<file path="src/hdl/mrx_pkg.sv">
// ---------------------------------------------------------------------------
// mrx_pkg: shared types and codes for the mqtt receive deframer
// result format, event codes, parser phase codes and result queue sizing
// ---------------------------------------------------------------------------
package mrx_pkg;

  // parser phases
  localparam logic [3:0] PH_HEADER   = 4'd0;
  localparam logic [3:0] PH_LEN      = 4'd1;
  localparam logic [3:0] PH_CA_FLAGS = 4'd2;
  localparam logic [3:0] PH_CA_CODE  = 4'd3;
  localparam logic [3:0] PH_CA_REST  = 4'd4;
  localparam logic [3:0] PH_TLEN_HI  = 4'd5;
  localparam logic [3:0] PH_TLEN_LO  = 4'd6;
  localparam logic [3:0] PH_TOPIC    = 4'd7;
  localparam logic [3:0] PH_ID_HI    = 4'd8;
  localparam logic [3:0] PH_ID_LO    = 4'd9;
  localparam logic [3:0] PH_MSG      = 4'd10;
  localparam logic [3:0] PH_SKIP     = 4'd11;

  // event codes
  localparam logic [2:0] EV_CONNACK_OK  = 3'd0;
  localparam logic [2:0] EV_CONNACK_REF = 3'd1;
  localparam logic [2:0] EV_TOPIC_BYTE  = 3'd2;
  localparam logic [2:0] EV_PUBACK      = 3'd3;
  localparam logic [2:0] EV_MSG_BYTE    = 3'd4;
  localparam logic [2:0] EV_PUB_END     = 3'd5;
  localparam logic [2:0] EV_PUB_TRUNC   = 3'd6;
  localparam logic [2:0] EV_LEN_ERROR   = 3'd7;

  // packet types (upper nibble of the fixed header)
  localparam logic [3:0] PKT_CONNACK = 4'h2;
  localparam logic [3:0] PKT_PUBLISH = 4'h3;

  localparam logic [2:0] LEN_MAX_BYTES  = 3'd4;
  localparam logic [7:0] CONNACK_NO_CODE = 8'hFF;

  // result queue sizing
  localparam int Q_DEPTH = 4;
  localparam int Q_PTR_W = 2;
  localparam int Q_CNT_W = 3;

  typedef struct packed {
    logic [2:0]  event_res;
    logic [7:0]  data;
    logic [15:0] packet_id;
    logic [1:0]  qos_level;
    logic        last;
  } result_t;

endpackage

</file>
<file path="src/hdl/mrx_res_queue.sv">
// ---------------------------------------------------------------------------
// mrx_res_queue: result queue
// four entry queue that takes zero, one or two results a cycle and, while
// pop is high, hands out one result a cycle
// ---------------------------------------------------------------------------
module mrx_res_queue (
  input  logic             clk,
  input  logic             rst,
  input  logic [1:0]       push_n,
  input  mrx_pkg::result_t push_a,
  input  mrx_pkg::result_t push_b,
  output logic             room,
  input  logic             pop,
  output mrx_pkg::result_t head,
  output logic             not_empty
);

  mrx_pkg::result_t              mem [mrx_pkg::Q_DEPTH];
  logic [mrx_pkg::Q_PTR_W-1:0]   wr_ptr;
  logic [mrx_pkg::Q_PTR_W-1:0]   rd_ptr;
  logic [mrx_pkg::Q_CNT_W-1:0]   count;

  // room for two more, the most one request can produce
  assign room      = (count <= mrx_pkg::Q_CNT_W'(mrx_pkg::Q_DEPTH - 2));
  assign not_empty = (count != '0);
  assign head      = mem[rd_ptr];

  always_ff @(posedge clk) begin
    if (rst) begin
      wr_ptr <= '0;
      rd_ptr <= '0;
      count  <= '0;
    end else begin
      wr_ptr <= wr_ptr + mrx_pkg::Q_PTR_W'(push_n);
      rd_ptr <= rd_ptr + mrx_pkg::Q_PTR_W'(pop);
      count  <= count + mrx_pkg::Q_CNT_W'(push_n) - mrx_pkg::Q_CNT_W'(pop);
    end
  end

  always_ff @(posedge clk) begin
    if (push_n != 2'd0) begin
      mem[wr_ptr] <= push_a;
    end
    if (push_n == 2'd2) begin
      mem[wr_ptr + mrx_pkg::Q_PTR_W'(1)] <= push_b;
    end
  end

  a_no_overflow: assert property (@(posedge clk) disable iff (rst)
    (32'(count) + 32'(push_n)) <= (mrx_pkg::Q_DEPTH + 32'(pop)))
    else $error("result queue overflow");

  a_no_underflow: assert property (@(posedge clk) disable iff (rst)
    pop |-> not_empty)
    else $error("result queue underflow");

endmodule

</file>
<file path="src/hdl/mqtt_rx_packet_parser.sv">
// ---------------------------------------------------------------------------
// mqtt_rx_packet_parser: mqtt 3.1.1 receive deframer
// parses received broker bytes, one a cycle unless rx_stall is high, into topic, message, puback,
// connack and error events
// ---------------------------------------------------------------------------
//
//  channel   handshake             payload
//  --------  --------------------  ----------------------------------------
//  rx        rx_valid / rx_stall   rx_byte
//  res       res_valid / res_stall event_res, data, packet_id, qos_level, last
//
//  one byte is taken per cycle unless stalled; its results (zero, one or two)
//  are written to a four entry result queue in the same cycle and leave one
//  per cycle unless res stalls; rx_stall rises when the queue has room for
//  fewer than two results, so input runs at full rate unless res stalls: a byte
//  with two results ends a packet and the header byte after it yields none
//  rst is synchronous and returns the parser to waiting for a header byte
//  with an empty queue and the length error cleared
//
module mqtt_rx_packet_parser (
  input  logic        clk,
  input  logic        rst,
  input  logic        rx_valid,
  output logic        rx_stall,
  input  logic [7:0]  rx_byte,
  output logic        res_valid,
  input  logic        res_stall,
  output logic [2:0]  event_res,
  output logic [7:0]  data,
  output logic [15:0] packet_id,
  output logic [1:0]  qos_level,
  output logic        last
);

  // parser state
  logic [3:0]  phase;
  logic [7:0]  header_byte;
  logic [2:0]  length_bytes_seen;
  logic [27:0] bytes_left;
  logic [15:0] topic_length;
  logic [15:0] topic_bytes_seen;
  logic [15:0] id_accum;
  logic [7:0]  connack_code;
  logic        length_fault;

  logic [3:0]  phase_next;
  logic [7:0]  header_byte_next;
  logic [2:0]  length_bytes_seen_next;
  logic [27:0] bytes_left_next;
  logic [15:0] topic_length_next;
  logic [15:0] topic_bytes_seen_next;
  logic [15:0] id_accum_next;
  logic [7:0]  connack_code_next;
  logic        length_fault_next;

  // results of the current byte
  logic             pri_valid;
  mrx_pkg::result_t pri_res;
  logic             end_valid;
  logic             do_end;
  mrx_pkg::result_t end_res;
  logic [27:0]      len_group;
  logic [1:0]       qos;

  logic             accept;
  logic             room;
  logic [1:0]       push_n;
  mrx_pkg::result_t push_a;
  mrx_pkg::result_t push_b;
  logic             pop;
  mrx_pkg::result_t head;

  assign accept = rx_valid && !rx_stall;
  assign qos    = header_byte[2:1];

  // 7 bit length group placed by its position, low group first
  always_comb begin
    case (length_bytes_seen[1:0])
      2'd0:    len_group = {21'd0, rx_byte[6:0]};
      2'd1:    len_group = {14'd0, rx_byte[6:0], 7'd0};
      2'd2:    len_group = {7'd0, rx_byte[6:0], 14'd0};
      default: len_group = {rx_byte[6:0], 21'd0};
    endcase
  end

  always_comb begin
    phase_next             = phase;
    header_byte_next       = header_byte;
    length_bytes_seen_next = length_bytes_seen;
    bytes_left_next        = bytes_left;
    topic_length_next      = topic_length;
    topic_bytes_seen_next  = topic_bytes_seen;
    id_accum_next          = id_accum;
    connack_code_next      = connack_code;
    length_fault_next      = length_fault;
    pri_valid              = 1'b0;
    pri_res                = '0;
    do_end                 = 1'b0;
    end_valid              = 1'b0;
    end_res                = '0;

    if (length_fault) begin
      // sticky: every byte reports the error
      pri_valid         = 1'b1;
      pri_res.event_res = mrx_pkg::EV_LEN_ERROR;
    end else if (phase == mrx_pkg::PH_HEADER) begin
      header_byte_next       = rx_byte;
      length_bytes_seen_next = '0;
      bytes_left_next        = '0;
      phase_next             = mrx_pkg::PH_LEN;
    end else if (phase == mrx_pkg::PH_LEN) begin
      if (length_bytes_seen >= mrx_pkg::LEN_MAX_BYTES) begin
        // a fifth length byte
        length_fault_next = 1'b1;
        pri_valid         = 1'b1;
        pri_res.event_res = mrx_pkg::EV_LEN_ERROR;
      end else begin
        bytes_left_next        = bytes_left | len_group;
        length_bytes_seen_next = length_bytes_seen + 3'd1;
        if (!rx_byte[7]) begin
          // length complete, pick the body handler
          if (header_byte[7:4] == mrx_pkg::PKT_CONNACK) begin
            connack_code_next = mrx_pkg::CONNACK_NO_CODE;
            phase_next        = mrx_pkg::PH_CA_FLAGS;
          end else if (header_byte[7:4] == mrx_pkg::PKT_PUBLISH) begin
            topic_length_next     = '0;
            topic_bytes_seen_next = '0;
            id_accum_next         = '0;
            phase_next            = mrx_pkg::PH_TLEN_HI;
          end else begin
            phase_next = mrx_pkg::PH_SKIP;
          end
          do_end = (bytes_left_next == '0);
        end
      end
    end else begin
      // body byte
      case (phase)
        mrx_pkg::PH_CA_FLAGS: phase_next = mrx_pkg::PH_CA_CODE;
        mrx_pkg::PH_CA_CODE: begin
          connack_code_next = rx_byte;
          phase_next        = mrx_pkg::PH_CA_REST;
        end
        mrx_pkg::PH_TLEN_HI: begin
          topic_length_next = {rx_byte, 8'd0};
          phase_next        = mrx_pkg::PH_TLEN_LO;
        end
        mrx_pkg::PH_TLEN_LO: begin
          topic_length_next     = {topic_length[15:8], rx_byte};
          topic_bytes_seen_next = '0;
          if (topic_length_next != '0) begin
            phase_next = mrx_pkg::PH_TOPIC;
          end else begin
            phase_next = (qos != 2'd0) ? mrx_pkg::PH_ID_HI : mrx_pkg::PH_MSG;
          end
        end
        mrx_pkg::PH_TOPIC: begin
          pri_valid             = 1'b1;
          pri_res.event_res     = mrx_pkg::EV_TOPIC_BYTE;
          pri_res.data          = rx_byte;
          pri_res.qos_level     = qos;
          topic_bytes_seen_next = topic_bytes_seen + 16'd1;
          if (topic_bytes_seen_next == topic_length) begin
            phase_next = (qos != 2'd0) ? mrx_pkg::PH_ID_HI : mrx_pkg::PH_MSG;
          end
        end
        mrx_pkg::PH_ID_HI: begin
          id_accum_next = {rx_byte, 8'd0};
          phase_next    = mrx_pkg::PH_ID_LO;
        end
        mrx_pkg::PH_ID_LO: begin
          id_accum_next = {id_accum[15:8], rx_byte};
          if (qos == 2'd1) begin
            // qos 1 needs a puback; qos 2 and 3 only consume the id
            pri_valid         = 1'b1;
            pri_res.event_res = mrx_pkg::EV_PUBACK;
            pri_res.packet_id = id_accum_next;
            pri_res.qos_level = 2'd1;
          end
          phase_next = mrx_pkg::PH_MSG;
        end
        mrx_pkg::PH_MSG: begin
          pri_valid         = 1'b1;
          pri_res.event_res = mrx_pkg::EV_MSG_BYTE;
          pri_res.data      = rx_byte;
          pri_res.qos_level = qos;
        end
        default: ;
      endcase
      bytes_left_next = bytes_left - 28'd1;
      do_end          = (bytes_left_next == '0);
    end

    // packet end: report according to where the body stopped
    if (do_end) begin
      if (phase_next inside {mrx_pkg::PH_CA_FLAGS, mrx_pkg::PH_CA_CODE,
                             mrx_pkg::PH_CA_REST}) begin
        end_valid = 1'b1;
        if (connack_code_next == 8'd0) begin
          end_res.event_res = mrx_pkg::EV_CONNACK_OK;
        end else begin
          end_res.event_res = mrx_pkg::EV_CONNACK_REF;
          end_res.data      = connack_code_next;
        end
      end else if (phase_next == mrx_pkg::PH_MSG) begin
        end_valid         = 1'b1;
        end_res.event_res = mrx_pkg::EV_PUB_END;
        end_res.qos_level = qos;
      end else if (phase_next inside {[mrx_pkg::PH_TLEN_HI:mrx_pkg::PH_ID_LO]}) begin
        // publish ran short of topic or id
        end_valid         = 1'b1;
        end_res.event_res = mrx_pkg::EV_PUB_TRUNC;
        end_res.qos_level = qos;
      end
      phase_next = mrx_pkg::PH_HEADER;
    end
  end

  // order results: the byte's own event first, the packet end event after
  always_comb begin
    push_a = '0;
    push_b = '0;
    push_n = 2'd0;
    if (accept) begin
      if (pri_valid) begin
        push_a      = pri_res;
        push_a.last = !end_valid;
        push_b      = end_res;
        push_b.last = 1'b1;
        push_n      = end_valid ? 2'd2 : 2'd1;
      end else if (end_valid) begin
        push_a      = end_res;
        push_a.last = 1'b1;
        push_n      = 2'd1;
      end
    end
  end

  always_ff @(posedge clk) begin
    if (rst) begin
      phase             <= mrx_pkg::PH_HEADER;
      header_byte       <= '0;
      length_bytes_seen <= '0;
      bytes_left        <= '0;
      topic_length      <= '0;
      topic_bytes_seen  <= '0;
      id_accum          <= '0;
      connack_code      <= mrx_pkg::CONNACK_NO_CODE;
      length_fault      <= 1'b0;
    end else if (accept) begin
      phase             <= phase_next;
      header_byte       <= header_byte_next;
      length_bytes_seen <= length_bytes_seen_next;
      bytes_left        <= bytes_left_next;
      topic_length      <= topic_length_next;
      topic_bytes_seen  <= topic_bytes_seen_next;
      id_accum          <= id_accum_next;
      connack_code      <= connack_code_next;
      length_fault      <= length_fault_next;
    end
  end

  // result queue decouples the input from a stalled result side
  mrx_res_queue u_queue (
    .clk       (clk),
    .rst       (rst),
    .push_n    (push_n),
    .push_a    (push_a),
    .push_b    (push_b),
    .room      (room),
    .pop       (pop),
    .head      (head),
    .not_empty (res_valid)
  );

  assign rx_stall  = !room;
  assign pop       = res_valid && !res_stall;
  assign event_res = head.event_res;
  assign data      = head.data;
  assign packet_id = head.packet_id;
  assign qos_level = head.qos_level;
  assign last      = head.last;

  a_fault_sticky: assert property (@(posedge clk) disable iff (rst)
    length_fault |=> length_fault)
    else $error("length fault cleared without reset");

  a_len_count: assert property (@(posedge clk) disable iff (rst)
    (phase == mrx_pkg::PH_LEN) |-> (length_bytes_seen <= mrx_pkg::LEN_MAX_BYTES))
    else $error("too many length bytes counted");

  a_pair_last: assert property (@(posedge clk) disable iff (rst)
    (push_n == 2'd2) |-> (!push_a.last && push_b.last))
    else $error("result pair with wrong last marking");

  a_fault_single: assert property (@(posedge clk) disable iff (rst)
    (accept && length_fault) |-> (push_n == 2'd1))
    else $error("length error must give exactly one result");

endmodule

</file>
<file path="config.mk">
export PLATFORM = sky130hd
export DESIGN_NAME = mqtt_rx_packet_parser
export DESIGN_NICKNAME = d
export VERILOG_FILES = /design/src/hdl/mrx_pkg.sv /design/src/hdl/mrx_res_queue.sv /design/src/hdl/mqtt_rx_packet_parser.sv
export SDC_FILE = /design/constraint.sdc
export NUM_CORES = 1
export LEC_CHECK = 0
export BUFFER_PORTS_ARGS = -buffer_cell sky130_fd_sc_hd__buf_4
export CAP_MARGIN = 20
export CORE_MARGIN = 1.5
export CORE_UTILIZATION = 60
export CTS_BUF_LIST = sky130_fd_sc_hd__clkbuf_16
export CTS_CLUSTER_DIAMETER = 30
export DETAILED_ROUTE_END_ITERATION = 6
export HOLD_SLACK_MARGIN = 0.1
export MAX_ROUTING_LAYER = met4
export PLACE_DENSITY = 0.78
export SYNTH_ARGS = -nofsm -noshare
export SYNTH_HDL_FRONTEND = slang
export SYNTH_SLANG_ARGS = --single-unit
</file>
<file path="constraint.sdc">
create_clock -name clk -period 9.45 [get_ports clk]
set_input_delay 1.4175 -clock clk [delete_from_list [all_inputs] [get_ports clk]]
set_output_delay 1.4175 -clock clk [all_outputs]
set_load 0.02 [all_outputs]
</file>
==> summary.md, run 1 <==
| Metric | Value |
|---|---|
| Mux cell area share after synthesis | `5.47%` |
| TritonCTS clock tree | `yes` |
| Pwr Total | `0.00375 W` |
| GRT overflow | `0` |
| Xor and xnor fraction of the mapped netlist area | `1.95%` |
| Critical path startpoint | `phase[3]$_SDFFE_PP0P_` |
| Final clock skew | `0.0242 ns` |
| Status | `finished clean` |
| Antenna Cells | `0` |
| Worst setup SP type | `flip-flop` |
| Largest family of logic cells by synthesized area | `simple AND/OR/NAND/NOR gates` |
| Pin count of the biggest net entering global routing | `98` |
| HP Class | `reg2reg` |
| H-tree lvl count | `2` |
| Synthesized area | `12600 um^2` |
| Worst Path Max Fanout | `36` |
| Initial antenna violation count | `0` |
| Number of clock sinks | `217` |
| DRT Pass-1 Iters | `6` |
| Yosys reg bits | `217` |
| Final hold violation count | `0` |
| Slew @ Worst Pin | `1.06 ns` |
| Setup bufs post-CTS | `0` |
| Avg Inst Size Synth | `8.27 um^2` |
| Critical path class | `reg2reg` |
| PwrDens | `259 nW/um^2` |
| Initial Util | `61.6%` |
| Post-synthesis simple-gate area fraction | `25.9%` |
| Slew HR | `29.2%` |
| Routed Antenna Nets | `0` |
| Fraction of layout cells with a size suffix above 1 | `13.0%` |
| Die W | `148 um` |
| RePlAce Congestion | `0.973` |
| Max clock buf depth | `3` |
| Utilization after layout | `71.0%` |
| Cells after synthesis | `1517` |
| Compound-gate portion of the synthesized area | `21.3%` |
| GRT Overall Usage | `34.5%` |
| Setup violators final | `0` |
| Layout Area Growth over Synthesis | `15.2%` |
| Sequential share of the synthesized area | `39.1%` |
| Cell taking the most area after synthesis | `dfxtp_1` |
| Vias | `12000` |
| Post-synth EDFFs | `56` |
| RSZ-0062 raised after global routing | `false` |
| Cell row count | `52` |
| First-pass GRT wire length | `58.9 mm` |
| WP data required | `9.62 ns` |
| Synthesized net count | `1544` |
| Vias in the first global route | `11300` |
| Port Buf Inserts | `43` |
| Root buf cell | `clkbuf_16` |
| Fin nets | `1519` |
| Synth Warn # | `0` |
| Num CTS Buffers | `44` |
| Critical Path End Type | `flip-flop` |
| Via density | `6.70` |
| Cells on Worst Hold Path | `2` |
| Maximum VDD drop | `0.000206 V` |
| Synth Flop Type | `dfxtp_1` |
| Async S/R FF share, synth | `0%` |
| Most frequent cell after synthesis | `dfxtp_1` |
| Die area | `21800 um^2` |
| Post-synth top cells | `dfxtp_1 (161), nand2_1 (152), nand3_1 (136)` |
| Slew Viols, Final | `0` |
| WL per Instance | `20.5 um` |
| Area contributors post-synth | `dfxtp_1 (26%), edfxtp_1 (13%), nand3_1 (5.4%), mux4_2 (5.4%), a21oi_1 (5.3%)` |
| Drt total wl | `36.9 mm` |
| DR DRC count | `0` |
| Dpl hpwl | `23.4 mm` |
| Setup TNS | `0 ns` |
| Library cells used by synthesis | `84` |
| FMAX | `163 MHz` |
| Clock latency on the worst-skew pair | `0.55 ns` |
| Die height | `148 um` |
| Max-cap violations | `0` |
| Worst r2r src | `phase[3]$_SDFFE_PP0P_` |
| Iter 0 DRT Violations | `1485` |
| Crit path DAT | `6.29 ns` |
| Period utilization | `64.8%` |
| Post_cts resized | `0` |
| Fraction of the mapped netlist area in adder cells | `1.56%` |
| # hold bufs at CTS | `0` |
| P_leak | `4.90 nW` |
| I/O Pins | `44` |
| Clk pin slew, worst setup/hold paths | `0.05 ns` |
| Worst r2r path cells | `14` |
| Final min period | `6.12 ns` |
| Hold_sp | `id_accum[11]$_SDFFE_PP0P_` |
| Synth top area share | `25.7%` |
| Core area | `20400 um^2` |
[registers in the layout, summed over array words and instances, names as in the netlist]
name and cells:
length_fault 1, bytes_left 28, topic_bytes_seen 16, header_byte 6
topic_length 16, id_accum 8, u_queue.count 3, u_queue.mem 120
u_queue.rd_ptr 2, phase 4, connack_code 8, length_bytes_seen 3
u_queue.wr_ptr 2
[critical path, cell delays in order (launching register included)]
cell and delay [ns]:
dfxtp_1 0.54, or4b_2 1.13, nor4_1 0.46, nor2_1 0.14
o211ai_1 0.15, o21a_1 0.17, o21a_1 0.25, and2_1 0.22
nor2_1 0.06, nor2_1 0.11, nor2_1 0.06, ha_1 0.43
nor2_1 0.25, nand4_1 0.83, nand2_1 0.93
[cell usage in the layout (no fill, tap or decap), drive strengths merged, types with 6 or more instances in the layout]
cell / synthesis / routed
clkbuf: 110 / 45
and3: 10 / 10
a31oi: 13 / 13
nor4: 29 / 29
edfxtp: 56 / 56
a21oi: 134 / 134
nor3: 36 / 36
buf: 21 / 60
o21ai: 166 / 166
ha: 14 / 14
o22ai: 19 / 19
a211o: 10 / 10
and2: 14 / 14
or2: 7 / 7
or4: 12 / 12
nand2b: 10 / 10
or3: 17 / 17
a211oi: 15 / 15
o211ai: 6 / 6
nor2: 133 / 133
nand3: 136 / 136
inv: 20 / 31
nand3b: 11 / 11
nand2: 152 / 152
dfxtp: 161 / 161
o21a: 15 / 15
xnor2: 18 / 18
or3b: 6 / 6
nor2b: 13 / 13
nand4: 22 / 22
mux4: 30 / 30
a21boi: 7 / 7
clkinv: 1 / 17
xor2: 10 / 10
[path summary, 6_finish.rpt]
kind                                        to  slack [ns]
setup / recovery  u_queue.mem[0][21]$_DFFE_PP_        3.33
hold / removal       id_accum[11]$_SDFFE_PP0P_        0.45
setup reg to reg  u_queue.mem[0][21]$_DFFE_PP_        3.33
hold reg to reg      id_accum[11]$_SDFFE_PP0P_        0.45
[where the power goes]
| part | leakage [nW] | internal [W] | switching, W |
|---|---|---|---|
| Sequential | 1.71 | 0.00101 | 0.0000952 |
| Clock | 0.744 | 0.00101 | 0.000533 |
| Combinational | 2.44 | 0.000420 | 0.000681 |
| Total | 4.90 | 0.00244 | 0.00131 |
[kinds of logic (layout without fill, tap and decap cells)]
logic type,after synthesis,in the layout
fa+ha+maj,15,15
flops,217,217
xor+xnor,28,28
compound gates,445,445
buf+inv,152,162
mux,31,31
simple gates,629,629
[area by class of cell]
| cell class | count | area, um^2 |
|---|---|---|
| clock buffers | 45 | 1130 |
| clock inverters | 36 | 382 |
| fillers | 1523 | 5910 |
| inverters | 21 | 78.8 |
| multi-input cells | 1148 | 7070 |
| flip-flops and latches | 217 | 4910 |
| well taps | 270 | 338 |
| repair buffers | 60 | 551 |
[through the flow]
| step | instances | hold slack, ns | area (um^2) | worst slack [ns] |
|---|---|---|---|---|
| after floorplan | 1517 | 0.432 | 12600 | 4.19 |
| after global placement | 1710 | 0.440 | 12800 | 3.14 |
| after detailed placement | 1710 | 0.446 | 12800 | 2.98 |
| after CTS | 1791 | 0.453 | 14300 | 3.21 |
| after global routing | 1797 | 0.477 | 14500 | 3.01 |
| final | 1797 | 0.453 | 14500 | 3.33 |
[per-layer routing]
layer,vias to the layer above,track usage [%],routed length (um)
met4,0,12.4,1080
met3,112,5.43,3530
li1,5572,-,-
met5,-,-,0
met1,5664,45.5,15200
met2,698,53.9,17000
(Power assumes the default switching activity.)
==> inputs of run 2 (changes only) <==
clock period = 6.1 ns   (was 9.45 ns; I/O delays follow)
==> run 2 against run 1 <==
Critical path type unchanged. Maximum frequency is 13% higher. Clock power is 75% higher. Die area stayed put. Clock skew is 0.0039 ns lower. Largest power group unchanged. First-iteration DRC count is 23% lower. Total power is 64% higher. Critical path depth is 1 higher.
==> summary.md, run 2 (same netlist as run 1, synthesis figures left out) <==
| Metric | Value |
|---|---|
| Die area | `21800 um^2 (unchanged)` |
| Max FFs per register | `120 (unchanged)` |
| Hold slack final | `0.450 ns (-0.00350 ns)` |
| Clk pin slew, worst setup/hold paths | `0.05 ns (about the same)` |
| Dpl hpwl | `23.5 mm (+0.34%)` |
| # fillers | `1543 (+1.3%)` |
| Final hold violation count | `0 (unchanged)` |
| Critical path class | `reg2reg` |
| Clock latency on the worst-skew pair | `0.54 ns (about the same)` |
| PwrDens | `420 nW/um^2 (+62%)` |
| Num CTS Buffers | `44 (unchanged)` |
| Via density | `6.68 (-0.39%)` |
| Most frequent cells in the layout | `dfxtp_1 (160), nand2_1 (152), nand3_1 (136)` |
| Post_cts resized | `0 (unchanged)` |
| Crit path DAT | `5.58 ns (-0.71 ns)` |
| Root buf cell | `clkbuf_16` |
| Layout Area Growth over Synthesis | `16.2%` |
| Slew @ Worst Pin | `1.08 ns (+0.0150 ns)` |
| Worst r2r src | `topic_bytes_seen[0]$_SDFFE_PP0P_` |
| Cell family with most CP delay | `simple AND/OR/NAND/NOR gates` |
| Fraction of layout cells with a size suffix above 1 | `13.7% (+0.71 points)` |
| Cell row count | `52 (unchanged)` |
| WP data required | `6.26 ns (-3.36 ns)` |
| Worst setup SP type | `flip-flop` |
| Slowest-stage cell, CP | `or3_1` |
| Cell mode on critical path | `nor2_1` |
| Setup bufs post-CTS | `0 (unchanged)` |
| Status | `finished clean` |
| Final clock skew | `0.0203 ns (-0.00394 ns)` |
| Antenna Cells | `0 (unchanged)` |
| CP cell instances | `ha_1, nand3_1, nor4_1, xnor2_1, o2111ai_1, nor4b_2, a21oi_1, and2_1, nor2_1, nor2_1, nor2_1, ha_1, nand2_1, or3_1, nand2_1` |
| Pin count of the biggest net entering global routing | `98 (unchanged)` |
| Max clock buf depth | `3 (unchanged)` |
| Worst Path Max Fanout | `18 (-50%)` |
| RSZ-0062 raised after global routing | `false` |
| Crit path buffers/inverters | `0 (unchanged)` |
| First-pass GRT wire length | `59.7 mm (+1.4%)` |
| RePlAce Congestion | `1.00 (+3.2%)` |
| Core area | `20400 um^2 (unchanged)` |
| Slew Viols, Final | `0 (unchanged)` |
| FMAX | `184 MHz (+13%)` |
| Iter 0 DRT Violations | `1146 (-23%)` |
| Routed Antenna Nets | `0 (unchanged)` |
| Critical Path End Type | `flip-flop` |
| Initial antenna violation count | `0 (unchanged)` |
| Period utilization | `88.9% (+24 points)` |
| Most common cell after layout, fill and taps aside | `dfxtp_1` |
| HP Class | `reg2reg` |
| DR DRC count | `0 (unchanged)` |
| GRT overflow | `0 (unchanged)` |
| Biggest register | `u_queue.mem` |
| Multi-input gate area | `7070 um^2 (unchanged)` |
| Setup TNS | `0 ns (unchanged)` |
| Vias | `12100 (+0.058%)` |
| Critical path's largest stage delay | `0.71 ns (-0.42 ns)` |
| Vias in the first global route | `11300 (-0.27%)` |
| # hold bufs at CTS | `0 (unchanged)` |
| Drt total wl | `37.2 mm (+0.78%)` |
| Die height | `148 um (unchanged)` |
| TritonCTS clock tree | `yes` |
| Hold_sp | `id_accum[12]$_SDFFE_PP0P_` |
| Fin nets | `1526 (+0.46%)` |
| Die W | `148 um (unchanged)` |
| Maximum VDD drop | `0.000318 V (+55%)` |
| WL per Instance | `20.6 um (+0.33%)` |
| P_leak | `4.96 nW (+1.4%)` |
| Number of clock sinks | `217 (unchanged)` |
| Critical path startpoint | `topic_bytes_seen[0]$_SDFFE_PP0P_` |
| Slew HR | `28.2% (-1.0 points)` |
| Setup violators final | `0 (unchanged)` |
| Regs by FF count | `u_queue.mem x120, bytes_left x28` |
| I/O Pins | `44 (unchanged)` |
| Final min period | `5.42 ns (-0.701 ns)` |
| Pwr Total | `0.00613 W (+64%)` |
| Max-cap violations | `0 (unchanged)` |
| Initial Util | `61.6% (unchanged)` |
| Reg area | `4910 um^2 (unchanged)` |
| DRT Pass-1 Iters | `6 (unchanged)` |
| GRT Overall Usage | `34.8% (+0.33 points)` |
| Port Buf Inserts | `43 (unchanged)` |
| H-tree lvl count | `2 (unchanged)` |
-- run 2: cell count changes in the layout (fill, tap and decap cells not counted) --
cell	previous run	this run
buf_12	1	0
buf_16	4	0
buf_4	54	65
bufinv_16	5	13
clkbuf_2	0	1
clkinv_1	7	5
clkinv_16	1	0
clkinv_2	4	5
clkinv_4	4	2
clkinv_8	1	3
inv_1	25	23
inv_16	1	0
inv_6	4	2
-- run 2: power breakdown --
group	switching (W)	internal [W]
clock network	0.000821	0.00190
registers	0.000136	0.00156
logic	0.00106	0.000654
-- run 2: layout make-up --
cell class	instances	share of cell area, %
clock buffers	45	7.72
clock inverters	37	3.83
inverters	21	0.540
multi-input cells	1148	48.5
flip-flops and latches	217	33.6
well taps	270	2.32
repair buffers	67	3.48
-- run 2: path summary, 6_finish.rpt --
check                            endpoint  slack (ns)  depth (start not counted)
max          u_queue.mem[2][24]$_DFFE_PP_        0.68                         15
min reg2reg     id_accum[12]$_SDFFE_PP0P_        0.45                          2
min             id_accum[12]$_SDFFE_PP0P_        0.45                          2
max reg2reg  u_queue.mem[2][24]$_DFFE_PP_        0.68                         15
-- run 2: per-layer routing --
layer	vias up	routed length (um)	track usage (%)
li1	5577	-	-
met1	5711	15900	47.4
met2	656	16700	52.8
met3	109	3360	5.22
met4	0	1150	12.9
met5	-	0	-
-- run 2: per-stage QoR --
stage          cells  cell area [um^2]  utilization, %  setup WS [ns]
2_1_floorplan   1517             12600               -           1.34
3_3_place_gp    1721             12900            63.3          0.865
3_5_place_dp    1721             12900            63.3          0.744
4_1_cts         1803             14600            71.5          0.715
5_1_grt         1805             14600            71.6          0.260
6_report        1805             14600            71.6          0.678
-- run 2: worst register-to-register path: cells and delay by family (launching register included) --
family / cells / cell delay (ns)
simple gates: 10 / 3.37
fa+ha+maj: 2 / 0.61
flops: 1 / 0.45
compound gates: 2 / 0.42
xor+xnor: 1 / 0.20
